`src/sv/rsfeb_pkg.sv`:
```
// shared sizes, codes, types and arithmetic helpers of the image scaler
package rsfeb_pkg;

  // image geometry
  localparam int SRC_SIZE      = 160;
  localparam int DST_SIZE      = 180;
  localparam int EDGE_WIDTH    = 8;
  localparam int SCREEN_HEIGHT = 240;

  localparam int PIX_COUNT = SRC_SIZE * SRC_SIZE;
  localparam int ADDR_W    = $clog2(PIX_COUNT);
  localparam int SCOORD_W  = $clog2(SRC_SIZE);
  localparam int DCOORD_W  = $clog2(DST_SIZE);

  // coordinate mapping dst*SRC/DST by reciprocal multiply (ceil multiplier, exact)
  localparam int     MAP_SHIFT  = 2 * DCOORD_W + 1;
  localparam longint MAP_MULT   = ((longint'(SRC_SIZE) << MAP_SHIFT) + DST_SIZE - 1) / DST_SIZE;
  localparam int     MAP_MULT_W = $clog2(MAP_MULT + 1);
  localparam int     MAP_PROD_W = DCOORD_W + MAP_MULT_W;

  // blend weight A out of ALPHA_DEN
  localparam int ALPHA_DEN = 10 * EDGE_WIDTH;
  localparam int ALPHA_W   = $clog2(ALPHA_DEN + 1);

  // screen row of a rendered pixel
  localparam int SROW_W = ((DCOORD_W > 8) ? DCOORD_W : 8) + 1;

  // gradient numerator and its division by the screen height
  localparam int     GNUM_W      = 8 + SROW_W + $clog2(SCREEN_HEIGHT) + 2;
  localparam int     GRAD_LIM    = 256 * SCREEN_HEIGHT;
  localparam int     GLIM_W      = $clog2(GRAD_LIM);
  localparam int     GRAD_SHIFT  = GLIM_W + $clog2(SCREEN_HEIGHT) + 1;
  localparam longint GRAD_MULT   = ((longint'(1) << GRAD_SHIFT) + SCREEN_HEIGHT - 1)
                                   / SCREEN_HEIGHT;
  localparam int     GRAD_MULT_W = $clog2(GRAD_MULT + 1);
  localparam int     GPROD_W     = GLIM_W + GRAD_MULT_W;

  // blend numerator and its division by ALPHA_DEN
  localparam int     MIX_LIM    = 256 * ALPHA_DEN;
  localparam int     MLIM_W     = $clog2(MIX_LIM);
  localparam int     MIX_SHIFT  = MLIM_W + $clog2(ALPHA_DEN) + 1;
  localparam longint MIX_MULT   = ((longint'(1) << MIX_SHIFT) + ALPHA_DEN - 1) / ALPHA_DEN;
  localparam int     MIX_MULT_W = $clog2(MIX_MULT + 1);
  localparam int     MPROD_W    = MLIM_W + MIX_MULT_W;

  // fade divide by 7: x*293 >> 11 is exact for x up to 63*7
  localparam int FADE_PROD_W = 9;
  localparam int FADE_MULT   = 293;
  localparam int FADE_SHIFT  = 11;
  localparam int FADE_DIV_W  = FADE_PROD_W + 9;

  // item codes
  localparam logic OP_WRITE  = 1'b0;
  localparam logic OP_RENDER = 1'b1;

  localparam logic [1:0] MODE_PLAIN = 2'd0;
  localparam logic [1:0] MODE_FADE  = 2'd1;
  localparam logic [1:0] MODE_EDGE  = 2'd2;

  localparam logic [1:0] KIND_PLAIN = 2'd0;
  localparam logic [1:0] KIND_FADE  = 2'd1;
  localparam logic [1:0] KIND_BLEND = 2'd2;

  // register indexes
  localparam int               CFG_INDEX_W     = 2;
  localparam logic [CFG_INDEX_W-1:0] REG_WINDOW_TOP  = 2'd0;
  localparam logic [CFG_INDEX_W-1:0] REG_GRAD_TOP    = 2'd1;
  localparam logic [CFG_INDEX_W-1:0] REG_GRAD_BOTTOM = 2'd2;
  localparam logic [7:0]       WINDOW_TOP_RESET = 8'd40;

  // queue between front and back
  localparam int QUEUE_DEPTH = 4;
  localparam int QPTR_W      = $clog2(QUEUE_DEPTH);

  typedef struct packed {
    logic                 is_render;
    logic [ADDR_W-1:0]    addr;
    logic [15:0]          wr_pixel;
    logic [SCOORD_W-1:0]  src_row;
    logic [SCOORD_W-1:0]  src_col;
    logic [DCOORD_W-1:0]  row;
    logic [1:0]           kind;
    logic [2:0]           level;
    logic [ALPHA_W-1:0]   alpha;
  } queue_entry_t;

  // floor(dst*SRC_SIZE/DST_SIZE)
  function automatic logic [SCOORD_W-1:0] map_coord(input logic [DCOORD_W-1:0] dst);
    logic [MAP_PROD_W-1:0] prod;
    logic [SCOORD_W-1:0]   q;
    prod = MAP_PROD_W'(dst) * MAP_PROD_W'(MAP_MULT);
    q = SCOORD_W'(prod >> MAP_SHIFT);
    if (q > SCOORD_W'(SRC_SIZE - 1)) q = SCOORD_W'(SRC_SIZE - 1);
    return q;
  endfunction

  function automatic logic [FADE_PROD_W-1:0] fade_prod(input logic [5:0] c,
                                                       input logic [2:0] level);
    return FADE_PROD_W'(c) * FADE_PROD_W'(level);
  endfunction

  function automatic logic [5:0] fade_div(input logic [FADE_PROD_W-1:0] x);
    logic [FADE_DIV_W-1:0] p;
    p = FADE_DIV_W'(x) * FADE_DIV_W'(FADE_MULT);
    return 6'(p >> FADE_SHIFT);
  endfunction

  // top*H + (bottom-top)*srow
  function automatic logic signed [GNUM_W-1:0] grad_num(input logic [7:0] top,
                                                        input logic [7:0] bot,
                                                        input logic [SROW_W-1:0] srow);
    logic signed [GNUM_W-1:0] t;
    logic signed [GNUM_W-1:0] b;
    logic signed [GNUM_W-1:0] s;
    logic signed [GNUM_W-1:0] h;
    t = GNUM_W'(top);
    b = GNUM_W'(bot);
    s = GNUM_W'(srow);
    h = GNUM_W'(SCREEN_HEIGHT);
    return t * h + (b - t) * s;
  endfunction

  // floor(num/H) saturated to 0..255
  function automatic logic [7:0] grad_div(input logic signed [GNUM_W-1:0] num);
    logic signed [GNUM_W-1:0] lim;
    logic [GPROD_W-1:0]       p;
    logic [7:0]               q;
    lim = GNUM_W'(GRAD_LIM);
    p = GPROD_W'(num[GLIM_W-1:0]) * GPROD_W'(GRAD_MULT);
    if (num < 0) q = 8'd0;
    else if (num >= lim) q = 8'd255;
    else q = 8'(p >> GRAD_SHIFT);
    return q;
  endfunction

  // c8*A + bg*(DEN-A)
  function automatic logic [MLIM_W-1:0] mix_num(input logic [7:0] c8, input logic [7:0] bg,
                                                input logic [ALPHA_W-1:0] alpha);
    return MLIM_W'(c8) * MLIM_W'(alpha)
         + MLIM_W'(bg) * (MLIM_W'(ALPHA_DEN) - MLIM_W'(alpha));
  endfunction

  function automatic logic [7:0] mix_div(input logic [MLIM_W-1:0] n);
    logic [MPROD_W-1:0] p;
    p = MPROD_W'(n) * MPROD_W'(MIX_MULT);
    return 8'(p >> MIX_SHIFT);
  endfunction

endpackage

```
`src/sv/rsfeb_front.sv`:
```
// front end: accepts items, maps coordinates and classifies the render kind
module rsfeb_front (
  input  logic                   in_valid,
  input  logic                   in_stall,
  input  logic                   op,
  input  logic [14:0]            source_address,
  input  logic [15:0]            source_pixel,
  input  logic [7:0]             out_row,
  input  logic [7:0]             out_col,
  input  logic [1:0]             render_mode,
  input  logic [2:0]             fade_level,
  output logic                   push,
  output rsfeb_pkg::queue_entry_t entry
);
  import rsfeb_pkg::*;

  logic [DCOORD_W-1:0] row_sat;
  logic [DCOORD_W-1:0] col_sat;
  logic [DCOORD_W-1:0] d_row;
  logic [DCOORD_W-1:0] d_col;
  logic [DCOORD_W-1:0] border_dist;
  logic                near;
  logic                wr_ok;
  logic [1:0]          kind;

  // clamp coordinates to the output image
  assign row_sat = (int'(out_row) > DST_SIZE - 1) ? DCOORD_W'(DST_SIZE - 1) : DCOORD_W'(out_row);
  assign col_sat = (int'(out_col) > DST_SIZE - 1) ? DCOORD_W'(DST_SIZE - 1) : DCOORD_W'(out_col);

  // distance to the nearest border
  always_comb begin
    d_row = DCOORD_W'(DST_SIZE - 1) - row_sat;
    if (row_sat < d_row) d_row = row_sat;
    d_col = DCOORD_W'(DST_SIZE - 1) - col_sat;
    if (col_sat < d_col) d_col = col_sat;
    border_dist = (d_col < d_row) ? d_col : d_row;
  end

  assign near = int'(border_dist) < EDGE_WIDTH;

  // render kind
  always_comb begin
    case (render_mode)
      MODE_FADE: kind = KIND_FADE;
      MODE_EDGE: kind = near ? KIND_BLEND : KIND_PLAIN;
      default:   kind = KIND_PLAIN;
    endcase
  end

  // writes past the image are dropped
  assign wr_ok = int'(source_address) < PIX_COUNT;
  assign push  = in_valid && !in_stall && ((op == OP_RENDER) || wr_ok);

  // queue entry
  always_comb begin
    entry.is_render = (op == OP_RENDER);
    entry.addr      = ADDR_W'(source_address);
    entry.wr_pixel  = source_pixel;
    entry.src_row   = map_coord(row_sat);
    entry.src_col   = map_coord(col_sat);
    entry.row       = row_sat;
    entry.kind      = kind;
    entry.level     = fade_level;
    entry.alpha     = ALPHA_W'(3 * EDGE_WIDTH + 7 * int'(border_dist));
  end

endmodule

```
`config.mk`:
```
export PLATFORM = sky130hd
export DESIGN_NAME = rsfeb_front
export DESIGN_NICKNAME = d
export VERILOG_FILES = /design/src/sv/rsfeb_pkg.sv /design/src/sv/rsfeb_front.sv
export SDC_FILE = /design/constraint.sdc
export NUM_CORES = 1
export LEC_CHECK = 0
export BUFFER_PORTS_ARGS = -buffer_cell sky130_fd_sc_hd__buf_2
export CAP_MARGIN = 5
export CORE_ASPECT_RATIO = 0.6
export CORE_MARGIN = 2
export CORE_UTILIZATION = 50
export DETAILED_ROUTE_END_ITERATION = 7
export PLACE_DENSITY_LB_ADDON = 0.05
export SLEW_MARGIN = 0
export SYNTH_ARGS = -nofsm -noshare
export SYNTH_HDL_FRONTEND = slang
export SYNTH_SLANG_ARGS = --single-unit
export TNS_END_PERCENT = 20
```
`constraint.sdc`:
```
create_clock -name vclk -period 10.1
set_clock_uncertainty 0.15 [all_clocks]
set_input_delay 1.01 -clock vclk [all_inputs]
set_output_delay 1.01 -clock vclk [all_outputs]
set_load 0.05 [all_outputs]
```
==> reports/metrics.cfg, run 1 <==
[placement]
port_buffers=66
hpwl_um=11000
gp_congestion=0.959
dpl_cell_area_sq_um=5540
place_inst=797
post-place-ws_ns=0.589

[pwr]
power_frac_seq_pct=0
power.internal_mw=0.580
pwr-share-comb_pct=100.0
max-vdd-ir-drop_v=0.000674
p_leak_nw=3.13
power_switching_share_pct=66.7
power_frac_clock_pct=0
power_density_nw_per_um2=314
power_switching_mw=1.16

[setup_path]
start_kind=input pin
crit_top_cell=ha_1
crit_required_ns=8.94
path_class=input pin to output port
endpoint=entry[6]
critPathTopFamily=adder cells
cp_num_cells=32
crit_fanout=12
cp.arrival_ns=8.36
endpoint_kind=output port
cp_slowest_stage_delay_ns=0.59
crit_path_start=out_row[2]
crit_slowest_cell=fa_1
worst-path-buf-inv=6

[cells_and_area]
ff_latch_area_sq_um=0
finalNetCount=893
stdcell_area_sq_um=5540
nFillCells=1026
multi_input_area_sq_um=4570
area_delta_synth_final_pct=3.75
clockBufferCount=0
drive_gt1_share_pct=14.3
final_cells=797
final_util_pct=52.8
num_antenna_cells=0
seq_cells=0

[routing]
drtIter0Drc=296
drc_errors=0
drt_first_pass_iters=5
totalWireLength_um=12200
dr_total_vias=4342
wl_per_cell_um=15.3
detail-route-antenna-nets=0
vias_per_cell=5.45

[sta]
finalCriticalPeriod_ns=9.52
worst_pin_slew_ns=0.687
tns_ns=0
hold_viol=0
max_freq_ghz=0.105
period_share_pct=94.2
drv_slew=0
slew_headroom_pct=53.0
rsz0062_at_grt=no
setup_slack_ns=0.584
setup_viol=0

[clock_tree]
cts_setup_buffers=0
hold_buffers=0
cts_resized=0

[synthesis]
syn_inst=639
seq_area_frac_synth_pct=0
synth_warnings=0
syn_area_sq_um=5340
synth-xor-area-share_pct=5.23
synthAdderAreaFrac_pct=48.5
synth_top_family_by_area=adder cells
synth_compound_area_share_pct=14.6
synth_cell_types=68
avgSynthCellArea_sq_um=8.35
synth-simple-area-share_pct=13.0
synthMuxAreaShare_pct=4.15
syn-num-nets=872

[global_route]
grt_first_pass_wirelength_um=20700
first_global_vias=4264
antenna_found_initial=0
grt_overflow_total=0
grt_usage_pct=22.1
grt_max_degree=18

[run]
max-cap-violations=0

[floorplanning]
ios=124
dieArea_sq_um=11500
num_rows=29
core_area_sq_um=10500
die_x_um=137
start_util_pct=50.9
die_height_um=84.0

[hold_path]
min_path_type=input pin to output port

[outcome]
status=completed

==> stage by stage <==
step                hold WS [ns]  power [mW]
floorplan                   2.04        1.43
global placement            1.87        1.71
detailed placement          1.87        1.74
CTS                         1.87        1.75
global route                1.87        1.92
finish                      1.87        1.74
==> cell usage in the layout, fill, tap and decap left out, types with 3 or more instances in the layout <==
cell       synthesis  final
mux2_1             3      3
xor2_1            11     11
mux2i_1           12     12
a31oi_1            4      4
nor3b_1            3      3
and2_1             4      4
o21ai_0           16     16
a211o_1            3      3
nand2b_1           5      5
xnor2_1           19     19
buf_2              2     66
nor2b_1            6      6
inv_1            117    117
nand4_1            5      5
o21ai_1            9      9
a2111oi_0          4      4
a21o_1            25     25
a21oi_1           27     27
nor2_1            20     20
or2_2              6      6
nand3_1            9      9
ha_1             130    130
fa_1              48     48
nor3_1             6      6
nand3b_1           5      5
nand2_1           35     35
and3_1             4      4
a21oi_2            3      3
mux2_4             3      3
a211oi_1           4      4
==> power groups by stage <==
| stage | sequential [mW] | clock (mW) | combinational (mW) |
|---|---|---|---|
| floorplan | 0 | 0 | 1.43 |
| global placement | 0 | 0 | 1.71 |
| detailed placement | 0 | 0 | 1.74 |
| CTS | 0 | 0 | 1.75 |
| global route | 0 | 0 | 1.92 |
| finish | 0 | 0 | 1.74 |
==> per-layer routing <==
metal | wire [um] | vias to the layer above | GRT usage [%]
li1 | - | 2177 | -
met1 | 6670 | 2004 | 37.1
met2 | 4530 | 127 | 30.3
met3 | 842 | 34 | 1.82
met4 | 189 | 0 | 3.37
met5 | 0 | - | 0
==> cell type report <==
type / count / area share, %
well taps: 139 / 3.14
multi-input cells: 470 / 82.5
inverters: 120 / 8.13
repair buffers: 68 / 6.24
==> synthesized netlist by cell type (4+ instances only) <==
| master | number | share of area [%] |
|---|---|---|
| clkbuf_1 | 11 | 0.77 |
| nand2b_1 | 5 | 0.59 |
| and2_1 | 4 | 0.47 |
| inv_1 | 117 | 8.2 |
| nand3b_1 | 5 | 0.70 |
| a211oi_1 | 4 | 0.56 |
| and3_1 | 4 | 0.47 |
| nor2_1 | 20 | 1.4 |
| mux2i_1 | 12 | 2.3 |
| nor3_1 | 6 | 0.56 |
| a21o_1 | 25 | 3.5 |
| nand4_1 | 5 | 0.59 |
| fa_1 | 48 | 18 |
| a31oi_1 | 4 | 0.47 |
| nand3_1 | 9 | 0.84 |
| a21oi_1 | 27 | 2.5 |
| xor2_1 | 11 | 1.8 |
| a2111oi_0 | 4 | 0.66 |
| ha_1 | 130 | 30 |
| buf_4 | 35 | 4.9 |
| xnor2_1 | 19 | 3.1 |
| nand2_1 | 35 | 2.5 |
| or2_2 | 6 | 0.70 |
| nor2b_1 | 6 | 0.70 |
| o21ai_0 | 16 | 1.5 |
| o21ai_1 | 9 | 0.84 |
==> how the worst min path moves through the flow <==
stage / from / endpoint / cells past startpoint
finish: source_pixel[10] / entry[46] / 0
global route: fade_level[2] / entry[9] / 0
CTS: source_pixel[10] / entry[46] / 0
detailed placement: source_pixel[10] / entry[46] / 0
global placement: source_pixel[10] / entry[46] / 0
floorplan: source_pixel[0] / entry[36] / 1
==> kinds of logic after synthesis <==
logic type                 Yosys count
muxes                               20
AOI/OAI and AO/OA                  115
and+or+nand+nor                    126
xor gates and xnor gates            31
adders and majority gates          178
buffers and inverters              169
Power figures use the tool's default switching activity.
==> run 2: changes to the inputs <==
Settings changed: ABC_CLOCK_PERIOD_IN_PS set to 10700, BUFFER_PORTS_ARGS -buffer_cell sky130_fd_sc_hd__buf_2 to unset, DONT_BUFFER_PORTS set to 1.
Clock period 10.1 ns to 10.7 ns, I/O delays scaled along.
==> reports/metrics.cfg, run 2 (same netlist as run 1, synthesis figures left out) <==
[pwr]
power_density_nw_per_um2=299
power_frac_clock_pct=0
p_leak_nw=2.88
max-vdd-ir-drop_v=0.000630
power.internal_mw=0.503
power_switching_mw=1.06
pwr-share-comb_pct=100.0
power_switching_share_pct=67.9
power_frac_seq_pct=0

[global_route]
grt_overflow_total=0
antenna_found_initial=0
grt_first_pass_wirelength_um=20600
grt_usage_pct=22.0
grt_max_degree=18
first_global_vias=4071

[cells_and_area]
area_delta_synth_final_pct=-1.92
finalNetCount=830
mostFrequentLayoutCells=ha_1 (130), inv_1 (117), fa_1 (48)
seq_cells=0
stdcell_area_sq_um=5240
final_util_pct=49.9
ff_latch_area_sq_um=0
num_antenna_cells=0
clockBufferCount=0
nFillCells=1028
drive_gt1_share_pct=5.38
final_common_cell=ha_1

[placement]
hpwl_um=10900
gp_congestion=0.917
dpl_cell_area_sq_um=5240
port_buffers=0

[clock_tree]
cts_resized=0
cts_setup_buffers=0
hold_buffers=0

[routing]
vias_per_cell=5.55
drc_errors=0
wl_per_cell_um=16.7
drtIter0Drc=234
dr_total_vias=4075
totalWireLength_um=12300
drt_first_pass_iters=4
detail-route-antenna-nets=0

[sta]
finalCriticalPeriod_ns=9.32
max_freq_ghz=0.107
fin_hold_ws_ns=1.99
setup_viol=0
rsz0062_at_grt=no
hold_viol=0
worst_pin_slew_ns=1.10
slew_headroom_pct=26.0
period_share_pct=87.1
tns_ns=0
drv_slew=0

[setup_path]
cp_num_cells=30
cp_slowest_stage_delay_ns=0.59
cp.arrival_ns=8.10
crit_required_ns=9.48
crit_slowest_cell=fa_1
crit_fanout=12
crit_top_cell=ha_1
endpoint=entry[6]
path_class=input pin to output port
start_kind=input pin
worst-path-buf-inv=4
crit_path_start=out_row[2]
endpoint_kind=output port
critPathTopFamily=adder cells

[floorplanning]
die_height_um=84.0
start_util_pct=50.9
core_area_sq_um=10500
die_x_um=137
dieArea_sq_um=11500
num_rows=29
ios=124

[hold_path]
min_path_type=input pin to output port

[run]
max-cap-violations=0

[outcome]
status=completed

run 2: cell types whose count changed in the layout (fill, tap and decap cells not counted), sizes merged:
cell	change
buf	-63
run 2: layer usage:
| metal | vias to the layer above | global-route usage, % | routed length [um] |
|---|---|---|---|
| li1 | 2045 | - | - |
| met1 | 1884 | 38.4 | 7140 |
| met2 | 104 | 28.4 | 4340 |
| met3 | 42 | 1.40 | 568 |
| met4 | 0 | 3.66 | 230 |
| met5 | - | 0 | 0 |
run 2: power groups by stage:
stage          combinational (mW)  sequential (mW)  clock (mW)
3_5_place_dp                 1.56                0           0
6_report                     1.56                0           0
5_1_grt                      1.73                0           0
2_1_floorplan                1.34                0           0
4_1_cts                      1.57                0           0
3_3_place_gp                 1.55                0           0
run 2: metrics by stage:
step | total power, mW | instances | setup slack, ns
after floorplan | 1.34 | 639 | 0.424
after global placement | 1.55 | 734 | 1.60
after detailed placement | 1.56 | 734 | 1.39
after CTS | 1.57 | 734 | 1.38
after global routing | 1.73 | 734 | 0.925
final | 1.56 | 734 | 1.38
run 2: area by class of cell:
type | count | area [sq um] | area share (%)
Multi-Input combinational cell | 470 | 4570 | 87.4
Inverter | 120 | 450 | 8.60
Timing Repair Buffer | 5 | 37.5 | 0.717
Tap cell | 139 | 174 | 3.32
run 2: worst min path at each step:
stage | from | endpoint | slack (ns) | cells past startpoint
final | source_pixel[4] | entry[40] | 1.99 | 0
after global routing | source_pixel[15] | entry[51] | 1.99 | 0
after CTS | source_address[12] | entry[64] | 1.99 | 0
after detailed placement | source_address[12] | entry[64] | 1.99 | 0
after global placement | source_address[12] | entry[64] | 1.99 | 0
after floorplan | source_pixel[0] | entry[36] | 2.16 | 1
