**src/sv/rsfeb_pkg.sv**
```systemverilog
// shared sizes, codes, types and arithmetic helpers of the image scaler
package rsfeb_pkg;

  // image geometry
  localparam int SRC_SIZE      = 160;
  localparam int DST_SIZE      = 180;
  localparam int EDGE_WIDTH    = 8;
  localparam int SCREEN_HEIGHT = 240;

  localparam int PIX_COUNT = SRC_SIZE * SRC_SIZE;
  localparam int ADDR_W    = $clog2(PIX_COUNT);
  localparam int SCOORD_W  = $clog2(SRC_SIZE);
  localparam int DCOORD_W  = $clog2(DST_SIZE);

  // coordinate mapping dst*SRC/DST by reciprocal multiply (ceil multiplier, exact)
  localparam int     MAP_SHIFT  = 2 * DCOORD_W + 1;
  localparam longint MAP_MULT   = ((longint'(SRC_SIZE) << MAP_SHIFT) + DST_SIZE - 1) / DST_SIZE;
  localparam int     MAP_MULT_W = $clog2(MAP_MULT + 1);
  localparam int     MAP_PROD_W = DCOORD_W + MAP_MULT_W;

  // blend weight A out of ALPHA_DEN
  localparam int ALPHA_DEN = 10 * EDGE_WIDTH;
  localparam int ALPHA_W   = $clog2(ALPHA_DEN + 1);

  // screen row of a rendered pixel
  localparam int SROW_W = ((DCOORD_W > 8) ? DCOORD_W : 8) + 1;

  // gradient numerator and its division by the screen height
  localparam int     GNUM_W      = 8 + SROW_W + $clog2(SCREEN_HEIGHT) + 2;
  localparam int     GRAD_LIM    = 256 * SCREEN_HEIGHT;
  localparam int     GLIM_W      = $clog2(GRAD_LIM);
  localparam int     GRAD_SHIFT  = GLIM_W + $clog2(SCREEN_HEIGHT) + 1;
  localparam longint GRAD_MULT   = ((longint'(1) << GRAD_SHIFT) + SCREEN_HEIGHT - 1)
                                   / SCREEN_HEIGHT;
  localparam int     GRAD_MULT_W = $clog2(GRAD_MULT + 1);
  localparam int     GPROD_W     = GLIM_W + GRAD_MULT_W;

  // blend numerator and its division by ALPHA_DEN
  localparam int     MIX_LIM    = 256 * ALPHA_DEN;
  localparam int     MLIM_W     = $clog2(MIX_LIM);
  localparam int     MIX_SHIFT  = MLIM_W + $clog2(ALPHA_DEN) + 1;
  localparam longint MIX_MULT   = ((longint'(1) << MIX_SHIFT) + ALPHA_DEN - 1) / ALPHA_DEN;
  localparam int     MIX_MULT_W = $clog2(MIX_MULT + 1);
  localparam int     MPROD_W    = MLIM_W + MIX_MULT_W;

  // fade divide by 7: x*293 >> 11 is exact for x up to 63*7
  localparam int FADE_PROD_W = 9;
  localparam int FADE_MULT   = 293;
  localparam int FADE_SHIFT  = 11;
  localparam int FADE_DIV_W  = FADE_PROD_W + 9;

  // item codes
  localparam logic OP_WRITE  = 1'b0;
  localparam logic OP_RENDER = 1'b1;

  localparam logic [1:0] MODE_PLAIN = 2'd0;
  localparam logic [1:0] MODE_FADE  = 2'd1;
  localparam logic [1:0] MODE_EDGE  = 2'd2;

  localparam logic [1:0] KIND_PLAIN = 2'd0;
  localparam logic [1:0] KIND_FADE  = 2'd1;
  localparam logic [1:0] KIND_BLEND = 2'd2;

  // register indexes
  localparam int               CFG_INDEX_W     = 2;
  localparam logic [CFG_INDEX_W-1:0] REG_WINDOW_TOP  = 2'd0;
  localparam logic [CFG_INDEX_W-1:0] REG_GRAD_TOP    = 2'd1;
  localparam logic [CFG_INDEX_W-1:0] REG_GRAD_BOTTOM = 2'd2;
  localparam logic [7:0]       WINDOW_TOP_RESET = 8'd40;

  // queue between front and back
  localparam int QUEUE_DEPTH = 4;
  localparam int QPTR_W      = $clog2(QUEUE_DEPTH);

  typedef struct packed {
    logic                 is_render;
    logic [ADDR_W-1:0]    addr;
    logic [15:0]          wr_pixel;
    logic [SCOORD_W-1:0]  src_row;
    logic [SCOORD_W-1:0]  src_col;
    logic [DCOORD_W-1:0]  row;
    logic [1:0]           kind;
    logic [2:0]           level;
    logic [ALPHA_W-1:0]   alpha;
  } queue_entry_t;

  // floor(dst*SRC_SIZE/DST_SIZE)
  function automatic logic [SCOORD_W-1:0] map_coord(input logic [DCOORD_W-1:0] dst);
    logic [MAP_PROD_W-1:0] prod;
    logic [SCOORD_W-1:0]   q;
    prod = MAP_PROD_W'(dst) * MAP_PROD_W'(MAP_MULT);
    q = SCOORD_W'(prod >> MAP_SHIFT);
    if (q > SCOORD_W'(SRC_SIZE - 1)) q = SCOORD_W'(SRC_SIZE - 1);
    return q;
  endfunction

  function automatic logic [FADE_PROD_W-1:0] fade_prod(input logic [5:0] c,
                                                       input logic [2:0] level);
    return FADE_PROD_W'(c) * FADE_PROD_W'(level);
  endfunction

  function automatic logic [5:0] fade_div(input logic [FADE_PROD_W-1:0] x);
    logic [FADE_DIV_W-1:0] p;
    p = FADE_DIV_W'(x) * FADE_DIV_W'(FADE_MULT);
    return 6'(p >> FADE_SHIFT);
  endfunction

  // top*H + (bottom-top)*srow
  function automatic logic signed [GNUM_W-1:0] grad_num(input logic [7:0] top,
                                                        input logic [7:0] bot,
                                                        input logic [SROW_W-1:0] srow);
    logic signed [GNUM_W-1:0] t;
    logic signed [GNUM_W-1:0] b;
    logic signed [GNUM_W-1:0] s;
    logic signed [GNUM_W-1:0] h;
    t = GNUM_W'(top);
    b = GNUM_W'(bot);
    s = GNUM_W'(srow);
    h = GNUM_W'(SCREEN_HEIGHT);
    return t * h + (b - t) * s;
  endfunction

  // floor(num/H) saturated to 0..255
  function automatic logic [7:0] grad_div(input logic signed [GNUM_W-1:0] num);
    logic signed [GNUM_W-1:0] lim;
    logic [GPROD_W-1:0]       p;
    logic [7:0]               q;
    lim = GNUM_W'(GRAD_LIM);
    p = GPROD_W'(num[GLIM_W-1:0]) * GPROD_W'(GRAD_MULT);
    if (num < 0) q = 8'd0;
    else if (num >= lim) q = 8'd255;
    else q = 8'(p >> GRAD_SHIFT);
    return q;
  endfunction

  // c8*A + bg*(DEN-A)
  function automatic logic [MLIM_W-1:0] mix_num(input logic [7:0] c8, input logic [7:0] bg,
                                                input logic [ALPHA_W-1:0] alpha);
    return MLIM_W'(c8) * MLIM_W'(alpha)
         + MLIM_W'(bg) * (MLIM_W'(ALPHA_DEN) - MLIM_W'(alpha));
  endfunction

  function automatic logic [7:0] mix_div(input logic [MLIM_W-1:0] n);
    logic [MPROD_W-1:0] p;
    p = MPROD_W'(n) * MPROD_W'(MIX_MULT);
    return 8'(p >> MIX_SHIFT);
  endfunction

endpackage

```
**src/sv/rsfeb_queue.sv**
```systemverilog
// short fifo between front and back
module rsfeb_queue (
  input  logic                    clk,
  input  logic                    rst,
  input  logic                    push,
  input  rsfeb_pkg::queue_entry_t push_entry,
  input  logic                    pop,
  output rsfeb_pkg::queue_entry_t head,
  output logic                    empty,
  output logic                    full
);
  import rsfeb_pkg::*;

  queue_entry_t        slots [QUEUE_DEPTH];
  logic [QPTR_W-1:0]   wr_ptr;
  logic [QPTR_W-1:0]   rd_ptr;
  logic [QPTR_W:0]     count;

  assign empty = (count == '0);
  assign full  = (count == (QPTR_W + 1)'(QUEUE_DEPTH));
  assign head  = slots[rd_ptr];

  // pointers and fill count
  always_ff @(posedge clk) begin
    if (rst) begin
      wr_ptr <= '0;
      rd_ptr <= '0;
      count  <= '0;
    end else begin
      if (push) wr_ptr <= (wr_ptr == QPTR_W'(QUEUE_DEPTH - 1)) ? '0 : wr_ptr + 1'b1;
      if (pop)  rd_ptr <= (rd_ptr == QPTR_W'(QUEUE_DEPTH - 1)) ? '0 : rd_ptr + 1'b1;
      if (push && !pop) count <= count + 1'b1;
      else if (pop && !push) count <= count - 1'b1;
    end
  end

  // entry storage
  always_ff @(posedge clk) begin
    if (push) slots[wr_ptr] <= push_entry;
  end

endmodule

```
**config.mk**
```make
export PLATFORM = sky130hd
export DESIGN_NAME = rsfeb_queue
export DESIGN_NICKNAME = d
export VERILOG_FILES = /design/src/sv/rsfeb_pkg.sv /design/src/sv/rsfeb_queue.sv
export SDC_FILE = /design/constraint.sdc
export NUM_CORES = 1
export LEC_CHECK = 0
export BUFFER_PORTS_ARGS = -buffer_cell sky130_fd_sc_hd__clkbuf_2
export CAP_MARGIN = 10
export CORE_MARGIN = 3
export CORE_UTILIZATION = 55
export DETAILED_ROUTE_END_ITERATION = 12
export HOLD_SLACK_MARGIN = 0.12
export PLACE_DENSITY = 0.78
export REMOVE_ABC_BUFFERS = 1
export SLEW_MARGIN = 20
export SYNTH_ARGS = -nofsm -noshare
export SYNTH_HDL_FRONTEND = slang
export SYNTH_SLANG_ARGS = --single-unit
```
**constraint.sdc**
```tcl
create_clock -name clk -period 3.9 [get_ports clk]
set_input_delay 0.195 -clock clk [delete_from_list [all_inputs] [get_ports clk]]
set_output_delay 0.195 -clock clk [all_outputs]
set_load 0.005 [all_outputs]
```
==> run_results.csv, run 1 <==
group,metric,value,unit
outcome,status,"finished clean",
sta,slew_violations,0,
sta,fmax,375.0,MHz
global_routing,grt_usage,18.69,%
clock_tree,cts_tree,"built",
clock_tree,cts_root_buf,"clkbuf_16",
yosys,avgSynthCellArea,25.69,um^2
sta,period_minus_slack,2.667,ns
yosys,syn_inst,400,
setup_path,regToRegStartpoint,"wr_ptr[0]$_SDFFE_PP0P_",
power_and_ir_drop,swShare,20.53,%
sta,rsz0062_at_grt,"no",
power_and_ir_drop,switchingPower,1330,uW
setup_path,start_kind,"flip-flop",
floorplanning,start_util,56.63,%
detailed_routing,routedWlPerCell,21.15,um
yosys,ys_types,20,
clock_tree,clock_path_buffers,3,
floorplanning,fp-row-count,49,
detailed_routing,top_layer,"met4",
layout,fillers,1122,
clock_tree,numCtsBuffers,27,
layout,drive_above_1_share,39.10,%
floorplanning,core,18150,um^2
setup_path,crit_arrival,2.47,ns
global_routing,grt_overflow,0,
setup_path,reg2reg_to,"slots[3][29]$_DFFE_PP_",
sta,tns,0,ns
power_and_ir_drop,p_comb_share,8.2,%
power_and_ir_drop,max-vdd-ir-drop,0.4396,mV
setup_path,critPathKind,"reg2out",
placement,hpwl,10.12,mm
layout,final_cell_mix,"272 x edfxtp_1, 141 x clkbuf_2, 72 x dlygate4sd3_1",
sta,max-slew-margin-rel,29.48,%
detailed_routing,met3_length,1.269,mm
min_path,hp-class,"in2reg",
clock_tree,cts-htree-levels,1,
floorplanning,dieArea,20360,um^2
sta,final_hold_viol_count,0,
yosys,ys_ff_latch,281,
clock_tree,cts.sinks,281,
yosys,synth_top_family_by_area,"multiplexers",
sta,whs,0.4318,ns
layout,utilization,70.08,%
sta,fin_crit_sh,68.38,%
yosys,yosysWarnings,0,
sta,finalClockSkew,0.01117,ns
setup_path,endpoint_kind,"output pin",
yosys,yosys.area_share.xor_xnor,0.1705,%
job,max-cap-violations,0,
detailed_routing,first_pass_iters,5,
setup_path,reg2reg_setup_slack,2.02,ns
floorplanning,die_y,142.7,um
setup_path,cp.required,3.70,ns
placement,gp_congestion,0.7144,
floorplanning,die_x,142.7,um
detailed_routing,wl,18.55,mm
yosys,synth_fa_ha_area_share,0.9254,%
global_routing,grt_pass1_vias,5557,
yosys,synth_compound_area_share,0.1461,%
detailed_routing,via_count,4851,
clock_tree,clkLatencyLatePin,0.51,ns
yosys,yosysTopAreaCell,"edfxtp_1",
yosys,ys_seq_area_share,81.24,%
setup_path,cp_max_fo,38,
yosys,netlist_area,10280,um^2
power_and_ir_drop,power.density,509.4,nW/um^2
layout,final_common_cell,"edfxtp_1",
detailed_routing,drc,0,
placement,io_buffers,141,
yosys,ys_top_cells_by_area,"edfxtp_1 79%, mux4_2 15%, dfxtp_1 1.8%",
power_and_ir_drop,leakagePower,0.004386,uW
layout,layout.nets,706,
detailed_routing,wl_met2,9.379,mm
yosys,synth-simple-area-share,0.7549,%
detailed_routing,ant_nets,0,
global_routing,grt_pass1_wl,29.51,mm
sta,tightest_slew,1.058,ns
global_routing,antenna_found_initial,0,
yosys,synth.top_cell.area_share,79.48,%
clock_tree,clk_pin_slew_worst_paths,0.06,ns
clock_tree,cts_setup_buffers,0,
layout,syn_to_final_growth,23.77,%
sta,setup_viol,0,
power_and_ir_drop,p_seq_share,54.6,%
setup_path,worstSetupEndpoint,"head[15]",
floorplanning,ios,142,
global_routing,grt_max_degree,69,
yosys,synth_mux_area_share,15.29,%
detailed_routing,via_per_inst,5.531,
power_and_ir_drop,clockPowerShare,37.2,%
power_and_ir_drop,p_int,5148,uW
detailed_routing,met1_length,7.591,mm
setup_path,reg2regPathDepth,2,
detailed_routing,first_iter_violations,310,
==> critical path, stage by stage (launching register included) <==
cell	delay, ns
dfxtp_4	0.87
buf_12	0.35
mux4_2	0.58
clkbuf_2	0.14
==> per-layer routing <==
layer	global-route usage, %	vias up
li1	-	2165
met1	25.13	2485
met2	31.28	167
met3	4.421	34
met4	5.153	0
met5	0	-
==> synthesized netlist by cell type <==
cell type  count
nor3_1         1
mux4_2        68
or3_1          1
fa_1           1
o21ai_0        1
dfxtp_1        9
mux2i_1        4
buf_12         3
nor3b_1        2
xor2_1         2
edfxtp_1     272
a21oi_1        2
buf_2          4
ha_1           6
buf_6          1
nor2_1         7
clkbuf_1       4
inv_1          4
and2_1         4
buf_4          4
==> through the flow <==
step           instances  worst slack, ns  instance area [um^2]  power [uW]
4_1_cts              876            1.139                 12720        6539
6_report             877            1.233                 12720        6479
5_1_grt              876            1.025                 12720        6728
3_3_place_gp         755            1.678                 11170        4056
2_1_floorplan        384           0.1583                 10140        3843
3_5_place_dp         755            1.684                 11170        4082
==> repair_timing <==
action | 4_1_cts | 5_1_grt
setup endpoints to repair | 0 | 0
hold buffers | 72 | 0
hold endpoints to repair | 281 | 0
resized for setup | 0 | 0
==> sequential cells by signal, summed over array words and instances (netlist names), named ones only <==
name	count
count	3
rd_ptr	2
slots	272
wr_ptr	2
==> logic make-up after synthesis <==
family,Yosys count
AO/OA/AOI/OAI,3
adder cells (fa/ha/maj),7
XOR/XNOR,2
buffers and inverters,20
flip-flops,281
multiplexers,72
AND/OR/NAND/NOR,15
==> worst min path at each step <==
| stage | startpoint | end | slack [ns] | depth (start not counted) |
|---|---|---|---|---|
| after global placement | push_entry[41] | slots[2][41]$_DFFE_PP_ | 0.41 | 1 |
| after floorplan | rst | count[2]$_SDFFE_PP0P_ | 0.26 | 1 |
| after CTS | push_entry[63] | slots[0][63]$_DFFE_PP_ | 0.41 | 2 |
| final | push_entry[6] | slots[1][6]$_DFFE_PP_ | 0.43 | 2 |
| after detailed placement | push_entry[11] | slots[2][11]$_DFFE_PP_ | 0.41 | 1 |
| after global routing | push_entry[56] | slots[3][56]$_DFFE_PP_ | 0.42 | 2 |
==> cell type report <==
class | instances | area, um^2 | area share (%)
Sequential cell | 281 | 8356 | 65.70
Multi-Input combinational cell | 99 | 1787 | 14.05
Timing Repair Buffer | 214 | 1446 | 11.37
Clock buffer | 32 | 694.4 | 5.460
Tap cell | 229 | 286.5 | 2.253
Clock inverter | 17 | 131.4 | 1.033
Inverter | 4 | 15.01 | 0.1181
Antenna cell | 1 | 2.502 | 0.01968
==> power groups by stage <==
stage | clock, uW | combinational (uW) | sequential [uW]
global route | 2590 | 585 | 3550
floorplan | 0 | 254 | 3590
finish | 2410 | 534 | 3530
global placement | 0 | 467 | 3590
CTS | 2460 | 543 | 3540
detailed placement | 0 | 481 | 3600
Power figures use the tool's default switching activity.
==> run 2: changes to the inputs <==
Clock period 3.9 ns to 2.55 ns, I/O delays scaled along.
==> run 2 against run 1 <==
Utilization rose by 1.5 points; critical endpoint is now head[2]; sequential share of layout area fell by 1.4 points; clock skew fell by 0.0049 ns; via count rose by 2.5%; global-route usage rose by 0.51 points; clock power rose by 75%; highest routed layer unchanged; final cell count rose by 1.1%; flip-flop and latch count did not move; setup slack got worse by 0.81 ns; cell area rose by 2.1%; total power rose by 62%; hold slack got worse by 0.067 ns.
==> run_results.csv, run 2 (synthesized netlist as in run 1, its figures left out) <==
group,metric,value,unit
outcome,status,"finished clean",
setup_path,cpLargestDelayFamily,"multiplexers",
floorplanning,die_y,142.7,um
setup_path,crit_arrival,2.00,ns
placement,io_buffers,141,
layout,seqCellArea,8356,um^2
layout,reg.largest.list,"slots: 272 flops, count: 3 flops",
sta,worst_slack,0.4259,ns
detailed_routing,first_iter_violations,353,
global_routing,antenna_found_initial,0,
placement,dpl_cell_area,11310,um^2
floorplanning,fp-row-count,49,
clock_tree,ctsResizeCount,0,
power_and_ir_drop,p_int,8374,uW
clock_tree,cts.sinks,281,
layout,multiInputGateArea,1787,um^2
sta,fmax,470.8,MHz
global_routing,grt_max_degree,69,
sta,slew_violations,0,
sta,finalClockSkew,0.006242,ns
sta,setup_viol,0,
placement,place_ws,0.8458,ns
power_and_ir_drop,power.density,806.6,nW/um^2
sta,period_minus_slack,2.124,ns
detailed_routing,routedWlPerCell,21.58,um
global_routing,grt_pass1_wl,29.96,mm
power_and_ir_drop,p_seq_share,51.2,%
sta,fin_crit_sh,83.30,%
layout,layout.nets,715,
power_and_ir_drop,p_comb_share,8.6,%
detailed_routing,via_count,4974,
floorplanning,ios,142,
sta,tightest_slew,0.4305,ns
detailed_routing,wl,19.14,mm
power_and_ir_drop,swShare,20.07,%
setup_path,critical-path-max-stage-delay,0.59,ns
layout,fin_area,12990,um^2
layout,final_cell_mix,"272 x edfxtp_1, 141 x clkbuf_2, 71 x dlygate4sd3_1",
layout,final_common_cell,"edfxtp_1",
sta,max-slew-margin-rel,71.30,%
layout,regMostFlops,"slots",
global_routing,grt_usage,19.20,%
power_and_ir_drop,totalPowerFinal,10480,uW
layout,fillers,1074,
min_path,hp-class,"in2reg",
layout,antenna_cells,0,
setup_path,crit_buf_inv,2,
setup_path,cp.required,2.42,ns
clock_tree,clkLatencyLatePin,0.51,ns
setup_path,start_kind,"flip-flop",
layout,largest_register_ffs,272,
clock_tree,cts_tree,"built",
setup_path,reg2reg_setup_slack,0.85,ns
detailed_routing,via_per_inst,5.608,
clock_tree,cts_root_buf,"clkbuf_16",
power_and_ir_drop,clockPowerShare,40.2,%
placement,hpwl,11.06,mm
layout,drive_above_1_share,40.27,%
detailed_routing,ant_nets,0,
floorplanning,core,18150,um^2
layout,syn_to_final_growth,26.40,%
sta,final_hold_viol_count,0,
clock_tree,cts-htree-levels,1,
clock_tree,numCtsBuffers,28,
sta,whs,0.3648,ns
clock_tree,clock_path_buffers,3,
setup_path,critPathKind,"reg2out",
setup_path,cp_max_fo,33,
detailed_routing,drc,0,
sta,rsz0062_at_grt,"no",
power_and_ir_drop,leakagePower,0.004512,uW
power_and_ir_drop,switchingPower,2103,uW
floorplanning,die_x,142.7,um
global_routing,grt_pass1_vias,5396,
global_routing,grt_overflow,0,
power_and_ir_drop,max-vdd-ir-drop,0.5157,mV
job,max-cap-violations,0,
floorplanning,start_util,56.63,%
clock_tree,clk_pin_slew_worst_paths,0.07,ns
floorplanning,dieArea,20360,um^2
setup_path,endpoint_kind,"output pin",
setup_path,path_cells,"buf_12 -> mux4_2 -> clkbuf_2",
detailed_routing,first_pass_iters,5,
placement,gp_congestion,0.7192,
setup_path,slowest_stage,"mux4_2",
==> run 2: path summary, 6_finish.rpt <==
kind / to / depth (start not counted) / start
setup reg to reg: slots[2][55]$_DFFE_PP_ / 4 / wr_ptr[0]$_SDFFE_PP0P_
hold / removal: slots[1][50]$_DFFE_PP_ / 2 / push_entry[50]
setup / recovery: head[2] / 3 / flip-flop
hold reg to reg: count[2]$_SDFFE_PP0P_ / 2 / count[2]$_SDFFE_PP0P_
==> run 2: final cells by class <==
cell class	count	share of cell area, %
clock buffer	38	5.924
clock inverter	14	1.512
timing repair buffer	222	12.16
sequential	281	64.33
multi-input combinational	99	13.76
inverter	4	0.1156
tap	229	2.206
==> run 2: worst register-to-register path, cell delays in order, from the launching register on <==
cell	delay, ns
dfxtp_1	0.35
inv_1	0.10
ha_1	0.15
and2_4	0.42
buf_12	0.33
==> run 2: power groups by stage <==
stage | Sequential [uW] | Clock (uW) | Combinational (uW)
floorplan | 5490 | 0 | 389
global placement | 5440 | 0 | 794
CTS | 5360 | 4290 | 913
global route | 5380 | 4500 | 980
detailed placement | 5460 | 0 | 817
finish | 5360 | 4210 | 901
==> run 2: metrics by stage <==
step           setup TNS [ns]  cells  util [%]
2_1_floorplan          -81.14    384         -
3_3_place_gp                0    764     62.33
3_5_place_dp                0    764     62.33
4_1_cts                     0    887     71.57
5_1_grt                     0    887     71.57
6_report                    0    887     71.57
==> run 2: layer usage <==
layer	part of all wire (%)	vias to the layer above	global-route usage, %
li1	-	2176	-
met1	42	2585	27.27
met2	50	180	31.16
met3	6.7	33	4.086
met4	1.8	0	5.003
met5	0	-	0
==> run 2: timing repair <==
action | 4_1_cts | 5_1_grt
endpoints found under the hold margin | 281 | 0
hold buffers | 71 | 0
setup buffers | 0 | 0
